File: src/rtl/svm_pkg.sv
// Shared types, opcodes, status codes and constants of the stack machine executor.
package svm_pkg;

  localparam int MEM_WORDS = 4096;
  localparam int IDX_W = $clog2(MEM_WORDS);
  localparam logic [16:0] TOP = 17'(MEM_WORDS * 8);

  typedef enum logic [5:0] {
    OP_IMM  = 6'd0,  OP_LEA  = 6'd1,  OP_LC   = 6'd2,  OP_LI   = 6'd3,
    OP_SC   = 6'd4,  OP_SI   = 6'd5,  OP_PUSH = 6'd6,  OP_ADD  = 6'd7,
    OP_SUB  = 6'd8,  OP_MUL  = 6'd9,  OP_DIV  = 6'd10, OP_MOD  = 6'd11,
    OP_OR   = 6'd12, OP_XOR  = 6'd13, OP_AND  = 6'd14, OP_SHL  = 6'd15,
    OP_SHR  = 6'd16, OP_IQ   = 6'd17, OP_NE   = 6'd18, OP_LT   = 6'd19,
    OP_GT   = 6'd20, OP_GE   = 6'd21, OP_EQ   = 6'd22, OP_LE   = 6'd23,
    OP_JMP  = 6'd24, OP_JZ   = 6'd25, OP_JNZ  = 6'd26, OP_CALL = 6'd27,
    OP_NVAR = 6'd28, OP_DARG = 6'd29, OP_RET  = 6'd30, OP_OPEN = 6'd31,
    OP_CLOS = 6'd32, OP_READ = 6'd33, OP_PRTF = 6'd34, OP_MALC = 6'd35,
    OP_FREE = 6'd36, OP_MEST = 6'd37, OP_MCMP = 6'd38, OP_EXIT = 6'd39,
    OP_MSET = 6'd40
  } op_t;

  typedef enum logic [2:0] {
    ST_OK      = 3'd0,
    ST_EXIT    = 3'd1,
    ST_UNKNOWN = 3'd2,
    ST_DIVZERO = 3'd3,
    ST_FAULT   = 3'd4,
    ST_NATIVE  = 3'd5,
    ST_HALTED  = 3'd6
  } status_t;

  typedef enum logic [1:0] {
    MDU_MUL = 2'd0,
    MDU_DIV = 2'd1,
    MDU_MOD = 2'd2
  } mdu_op_t;

  typedef enum logic [2:0] {
    FSM_IDLE,
    FSM_RD0,
    FSM_RD1,
    FSM_CALC,
    FSM_MDU,
    FSM_WB
  } fsm_t;

  typedef struct packed {
    logic [5:0]         func;
    logic signed [63:0] imm;
    logic [31:0]        instr_addr;
  } in_t;

  typedef struct packed {
    logic signed [63:0] acc;
    logic [31:0]        next_pc;
    logic [15:0]        stack_ptr;
    logic [15:0]        frame_ptr;
    logic [2:0]         status;
    logic signed [63:0] exit_value;
  } out_t;

  typedef struct packed {
    logic load;
    logic rd0;
    logic rd1;
    logic mdu_start;
    logic commit;
  } cmd_t;

  typedef struct packed {
    logic need_mdu;
    logic mdu_done;
  } sts_t;

endpackage

File: src/rtl/svm_ctrl.sv
// Controller: sequences the phases of one instruction and owns both handshakes.
module svm_ctrl (
  input  logic          clk,
  input  logic          rst_n,
  input  logic          in_valid,
  output logic          in_ready,
  output logic          out_valid,
  input  logic          out_ready,
  input  svm_pkg::sts_t sts,
  output svm_pkg::cmd_t cmd
);
  import svm_pkg::*;

  fsm_t state_r, state_nxt;
  logic out_valid_r, out_valid_nxt;

  always_ff @(posedge clk) begin
    if (!rst_n) begin
      state_r     <= FSM_IDLE;
      out_valid_r <= 1'b0;
    end else begin
      state_r     <= state_nxt;
      out_valid_r <= out_valid_nxt;
    end
  end

  always_comb begin
    state_nxt     = state_r;
    out_valid_nxt = out_valid_r && !out_ready;
    cmd           = '0;
    in_ready      = (state_r == FSM_IDLE);
    unique case (state_r)
      FSM_IDLE: begin
        if (in_valid) begin
          cmd.load  = 1'b1;
          state_nxt = FSM_RD0;
        end
      end
      FSM_RD0: begin
        cmd.rd0   = 1'b1;
        state_nxt = FSM_RD1;
      end
      FSM_RD1: begin
        cmd.rd1   = 1'b1;
        state_nxt = FSM_CALC;
      end
      FSM_CALC: begin
        if (sts.need_mdu) begin
          cmd.mdu_start = 1'b1;
          state_nxt     = FSM_MDU;
        end else begin
          state_nxt = FSM_WB;
        end
      end
      FSM_MDU: begin
        if (sts.mdu_done) state_nxt = FSM_WB;
      end
      FSM_WB: begin
        if (!out_valid_r || out_ready) begin
          cmd.commit    = 1'b1;
          out_valid_nxt = 1'b1;
          state_nxt     = FSM_IDLE;
        end
      end
      default: state_nxt = FSM_IDLE;
    endcase
  end

  assign out_valid = out_valid_r;

endmodule

File: config.mk
export PLATFORM = sky130hd
export DESIGN_NAME = svm_ctrl
export DESIGN_NICKNAME = d
export VERILOG_FILES = /design/src/rtl/svm_pkg.sv /design/src/rtl/svm_ctrl.sv
export SDC_FILE = /design/constraint.sdc
export NUM_CORES = 1
export LEC_CHECK = 0
export ABC_AREA = 0
export BUFFER_PORTS_ARGS = -buffer_cell sky130_fd_sc_hd__clkbuf_2
export CORE_AREA = 10 10 47 49
export CTS_BUF_LIST = sky130_fd_sc_hd__clkbuf_8
export DETAILED_ROUTE_END_ITERATION = 10
export DIE_AREA = 0 0 57 59
export PLACE_DENSITY = 0.41
export SYNTH_ARGS = -nofsm -noshare
export SYNTH_HDL_FRONTEND = slang
export SYNTH_SLANG_ARGS = --single-unit
File: constraint.sdc
create_clock -name clk -period 1.15 [get_ports clk]
set_input_delay 0.23 -clock clk [delete_from_list [all_inputs] [get_ports clk]]
set_output_delay 0.23 -clock clk [all_outputs]
set_load 0.01 [all_outputs]
==> metrics.md, run 1 <==
| Metric | Value |
|---|---|
| RR Startpoint | `state_r[0]` |
| WL/cell | `11.93 microns` |
| Share of cells above drive strength 1 | `0.6222` |
| Lkg Pwr | `0.1912 nW` |
| Comb power frac | `0.252` |
| Post-synth ARST share | `0` |
| Die width | `57 microns` |
| P_int | `0.0004747 W` |
| Met2 Usage GRT | `0.06357` |
| DRC | `0` |
| Overall routing resource usage | `0.04663` |
| Unrepaired setup endpoints after global routing | `yes` |
| Number of fill cells in the layout | `163` |
| Post-synth top area share | `0.2991` |
| Crit path arrival time | `1.01 ns` |
| Post-synthesis cell count | `29` |
| Tightest Hold Check Type | `in2reg` |
| Post-Route WL | `728 microns` |
| Detailed Routing Iterations Pass 1 | `2` |
| Syn. warnings | `0` |
| Antenna violations before repair | `0` |
| Post-synth top flop | `dfxtp_1` |
| R2R Setup Slk | `0.17 ns` |
| Sum Neg Setup Slack | `-0.2694 ns` |
| Hpwl dp | `537.9 microns` |
| First-pass GRT wire length | `1159 microns` |
| Worst hold start | `rst_n` |
| Sw frac | `0.2707` |
| Rel. slew slack | `0.8826` |
| Post-route setup slack | `-0.08858 ns` |
| #FFs+latches synth | `4` |
| Pins Over Slew Limit | `0` |
| Total grt overflow | `0` |
| Area contributors post-synth | `dfxtp_1 (30%), buf_6 (8.4%), nor3b_1 (8.4%), nand2b_1 (7.0%), o32ai_2 (6.1%)` |
| Sequential-to-total area share from yosys stat | `0.2991` |
| Skew final | `0.004245 ns` |
| Critical path class | `reg2out` |
| Num CTS Buffers | `3` |
| Final setup vio count | `4` |
| Synth cell types | `19` |
| Hold EP | `state_r[2]` |
| Commonest cells in the netlist | `dfxtp_1 (4), nand2b_1 (3), nor3b_1 (3)` |
| Cell area after synthesis | `267.8 sq um` |
| Clk_lat worst skew | `0.22 ns` |
| Worst Hold Depth | `2` |
| Met1 Use GR | `0.04028` |
| Die area | `3363 sq um` |
| H-tree depth | `1` |
| Worst reg2reg path depth | `3` |
| Largest net degree at the start of global routing | `9` |
| Seq pwr share | `0.287` |
| Final Cycle Share | `1.077` |
| Io pins | `13` |
| DP Worst Slack | `0.02235 ns` |
| Final Critical Period | `1.239 ns` |
| CTS clk-pin slew, worst paths | `0.03 ns` |
| Core area | `1401 sq um` |
| Avg Synthesized Cell Area | `9.233 sq um` |
| Ant. Diodes | `0` |
| GPL Wtd Cong | `0.6504` |
| Post-route ant nets | `0` |
| Outcome | `finished with violations` |
| Maximum clock frequency | `0.8074 GHz` |
| CP startpoint | `state_r[1]` |
| Met3 GRT Util | `0.04506` |
| First DRT Iteration DRCs | `3` |
| Hold slack | `0.2483 ns` |
| Hold Vio Cnt, Final | `0` |
| Die Span Y | `59 microns` |
| Power share of the clock group | `0.462` |
| Clock Sinks | `4` |
| DR vias/cell | `4.279` |
| Buffer depth of the longest clock path | `2` |
| Final net count | `53` |
| CTS tree | `yes` |
| Critical Path Fanout Max | `8` |
| Root Driver | `clkbuf_8` |
| Final Util | `0.2991` |
| Crit. End Element | `output port` |
| Switching power | `0.0001762 W` |
| Synthesized Nets | `35` |
| Most instantiated library cell after synthesis | `dfxtp_1` |
| Peak supply drop | `0.6935 mV` |
| Power Dens Cells | `1553 nW/um^2` |
| FF-to-FF End | `state_r[0]` |
| Top Usage Layer GRT | `met2` |
| Critical Path RT | `0.92 ns` |
| Crit start category | `flip-flop` |
| Failing checks | `negative setup slack` |
| Design Power | `0.0006508 W` |
| Max-cap violation count | `0` |
| PortBufs | `12` |
| Largest area contributor in the netlist | `dfxtp_1` |
| Post-synth EDFFs | `0` |
| Initial Util | `0.1911` |
| Slew @ Worst Pin | `0.1713 ns` |
| Routed vias | `261` |
| Synth-to-Final Area Change | `56.54%` |
| Vias in the first global route | `256` |
| Cell row count | `14` |
## timing repair
item	4_1_cts	5_1_grt
setup buffers	1	0
pin swaps	0	1
resized for setup	6	9
endpoints found under the hold margin	0	0
endpoints found under the setup margin	6	6
hold buffers	0	0
## logic make-up after synthesis
logic type                Yosys count  share of synthesized area
muxes                               1                    0.03738
and+or+nand+nor                    15                     0.3739
DFF                                 4                     0.2991
AOI/OAI and AO/OA                   5                     0.1589
xor gates and xnor gates            1                    0.03272
buffers and inverters               3                    0.09811
## cell type report
cell class | instances | area [sq um] | area share
Multi-Input combinational cell | 22 | 180.2 | 0.4299
Sequential cell | 4 | 91.34 | 0.2179
Timing Repair Buffer | 15 | 82.58 | 0.1970
Clock buffer | 3 | 41.29 | 0.09851
Tap cell | 16 | 20.02 | 0.04776
Inverter | 1 | 3.754 | 0.008955
## placed cells by master, fill, tap and decap left out, drive strengths merged, types with 2 or more instances in the layout
cell type  synthesis  routed
nor3b              3       3
nand2b             3       3
clkbuf             0      10
nor2               2       2
buf                2       8
a21oi              3       3
dfxtp              4       4
## sequential cells by signal, summed over array words and instances (netlist names)
register	cells
out_valid	1
state_r	3
## worst max-delay path: stages (launching register included)
cell and delay, ns:
dfxtp_4 0.36, nor3_4 0.17, and2_1 0.14, buf_2 0.12
## worst max-delay path by stage
| stage | end | depth (start not counted) |
|---|---|---|
| floorplan | cmd[4] | 3 |
| global placement | cmd[1] | 3 |
| detailed placement | cmd[1] | 3 |
| CTS | cmd[4] | 3 |
| global route | cmd[4] | 3 |
| finish | cmd[4] | 3 |
## power groups by stage
stage	Combinational (W)	Clock [W]	Sequential, W
floorplan	0.000123	0	0.000162
global placement	0.000147	0	0.000181
detailed placement	0.000145	0	0.000181
CTS	0.000160	0.000307	0.000182
global route	0.000179	0.000322	0.000190
finish	0.000164	0.000300	0.000187
## through the flow
stage,std cells,area (sq um)
floorplan,29,267.8
global placement,57,340.3
detailed placement,57,340.3
CTS,61,402.9
global route,61,419.2
finish,61,419.2
## per-layer routing
metal | vias up | part of all wire
met5 | - | 0
met4 | 0 | 0.027
met3 | 4 | 0.10
met2 | 9 | 0.45
met1 | 118 | 0.41
li1 | 130 | -
Power figures use the tool's default switching activity.
==> run 2: changes to the inputs <==
--- a/config.mk
+++ b/config.mk
@@ -8,7 +8,6 @@
 export ABC_AREA = 0
 export BUFFER_PORTS_ARGS = -buffer_cell sky130_fd_sc_hd__clkbuf_2
 export CORE_AREA = 10 10 47 49
-export CTS_BUF_LIST = sky130_fd_sc_hd__clkbuf_8
 export DETAILED_ROUTE_END_ITERATION = 10
 export DIE_AREA = 0 0 57 59
 export PLACE_DENSITY = 0.41
==> run 2 against run 1 <==
Net effect:
- the flow still finishes with violations (negative setup slack)
- critical path depth is the same
- combinational power is essentially flat
- via count is the same
- hold slack lost 0.017 ns
- utilization shrank 0.80 points
- count of clock-buffer cells in the layout is the same
- non-clock buffer count grew 1
- sequential power is essentially flat
- total power shrank 18%
- clock skew shrank 0.0010 ns
- global-route usage shrank 0.34 points
- critical path type unchanged
==> metrics.md, run 2 (synthesis gave the netlist of run 1 again) <==
| Metric | Value |
|---|---|
| First DRT Iteration DRCs | `6` |
| Post-route setup slack | `-0.1112 ns` |
| Vias in the first global route | `259` |
| Sw frac | `0.3028` |
| Largest register FFs | `3` |
| Io pins | `13` |
| Initial Util | `0.1911` |
| Tightest Hold Check Type | `in2reg` |
| CTS clk-pin slew, worst paths | `0.04 ns` |
| Final Critical Period | `1.261 ns` |
| PortBufs | `12` |
| Overall routing resource usage | `0.04320` |
| Sum Neg Setup Slack | `-0.3450 ns` |
| Post-route ant nets | `0` |
| Final net count | `54` |
| Power share of the clock group | `0.333` |
| Lkg Pwr | `0.1888 nW` |
| Critical Path RT | `0.92 ns` |
| Num CTS Buffers | `3` |
| Crit path arrival time | `1.03 ns` |
| Cell row count | `14` |
| Hpwl dp | `537.9 microns` |
| Max-cap violation count | `0` |
| Antenna violations before repair | `0` |
| Most frequent cells in the layout | `clkbuf_2 (7), buf_2 (5), buf_4 (4)` |
| Comb power frac | `0.315` |
| Seq pwr share | `0.352` |
| Synth-to-Final Area Change | `52.34%` |
| Power Dens Cells | `1300 nW/um^2` |
| Unrepaired setup endpoints after global routing | `yes` |
| Routed vias | `261` |
| RR Startpoint | `state_r[0]` |
| R2R Setup Slk | `0.17 ns` |
| Most common cell after layout, fill and taps aside | `clkbuf_2` |
| DR vias/cell | `4.210` |
| Critical Path Fanout Max | `8` |
| Final Cycle Share | `1.097` |
| Total grt overflow | `0` |
| Ant. Diodes | `0` |
| Root Driver | `clkbuf_4` |
| Largest net degree at the start of global routing | `9` |
| Final setup vio count | `5` |
| Final Util | `0.2911` |
| Clk_lat worst skew | `0.24 ns` |
| Die Span Y | `59 microns` |
| Outcome | `finished with violations` |
| Share of cells above drive strength 1 | `0.6304` |
| Crit start category | `flip-flop` |
| Placed Area | `340.3 sq um` |
| Detailed Routing Iterations Pass 1 | `4` |
| Slew @ Worst Pin | `0.1692 ns` |
| P_int | `0.0003698 W` |
| Critical path class | `reg2out` |
| Pins Over Slew Limit | `0` |
| Peak supply drop | `0.8138 mV` |
| Buffer depth of the longest clock path | `2` |
| Core area | `1401 sq um` |
| Maximum clock frequency | `0.7929 GHz` |
| DP Worst Slack | `0.02235 ns` |
| Hold Vio Cnt, Final | `0` |
| Skew final | `0.003195 ns` |
| Failing checks | `negative setup slack` |
| Design Power | `0.0005304 W` |
| Largest Register | `state_r` |
| Post-Route WL | `742 microns` |
| Die width | `57 microns` |
| Rel. slew slack | `0.8839` |
| Clock Sinks | `4` |
| Cell area after layout | `407.9 sq um` |
| Crit. End Element | `output port` |
| Worst hold start | `rst_n` |
| Switching power | `0.0001606 W` |
| Die area | `3363 sq um` |
| H-tree depth | `1` |
| WL/cell | `11.97 microns` |
| First-pass GRT wire length | `1145 microns` |
| GPL Wtd Cong | `0.6504` |
| CP startpoint | `state_r[1]` |
| DRC | `0` |
| CTS tree | `yes` |
## run 2: cell count changes in the layout (fill, tap and decap cells not counted), sizes merged
cell,before,now
buf,8,9
## run 2: worst paths after layout
check / endpoint / cells past startpoint
setup / recovery: cmd[4] / 3
hold / removal: state_r[2] / 2
setup reg to reg: state_r[0] / 3
hold reg to reg: out_valid / 2
## run 2: metrics by stage
| stage | hold slack (ns) | std cells |
|---|---|---|
| 2_1_floorplan | 0.3475 | 29 |
| 3_3_place_gp | 0.4730 | 57 |
| 3_5_place_dp | 0.4720 | 57 |
| 4_1_cts | 0.2215 | 62 |
| 5_1_grt | 0.2307 | 62 |
| 6_report | 0.2308 | 62 |
## run 2: routing by layer
metal | track usage | share of wire | vias up
met4 | 0 | 0 | 0
li1 | - | - | 135
met3 | 0.04506 | 0.10 | 0
met5 | 0 | 0 | -
met2 | 0.06977 | 0.47 | 9
met1 | 0.04033 | 0.42 | 117
## run 2: layout make-up
class | count | area (sq um)
clock buffers | 3 | 22.52
fillers | 159 | 993.5
well taps | 16 | 20.02
repair buffers | 16 | 90.09
inverters | 1 | 3.754
multi-input cells | 22 | 180.2
flip-flops and latches | 4 | 91.34
## run 2: worst max-delay path: stages, from the launching register on
cell	delay [ns]
dfxtp_4	0.36
nor3_4	0.18
and2_1	0.14
buf_2	0.12
## run 2: timing repair
| action | CTS | global route |
|---|---|---|
| cloned | 0 | 0 |
| resized for setup | 7 | 8 |
| hold buffers | 0 | 0 |
| endpoints found under the setup margin | 6 | 6 |
| buffers inserted | 2 | 0 |
| pin swaps | 0 | 1 |
## run 2: power groups by stage
| stage | combinational, W | clock (W) | sequential, W |
|---|---|---|---|
| floorplan | 0.000123 | 0 | 0.000162 |
| global placement | 0.000147 | 0 | 0.000181 |
| detailed placement | 0.000145 | 0 | 0.000181 |
| CTS | 0.000162 | 0.000183 | 0.000180 |
| global route | 0.000183 | 0.000201 | 0.000189 |
| finish | 0.000167 | 0.000177 | 0.000187 |
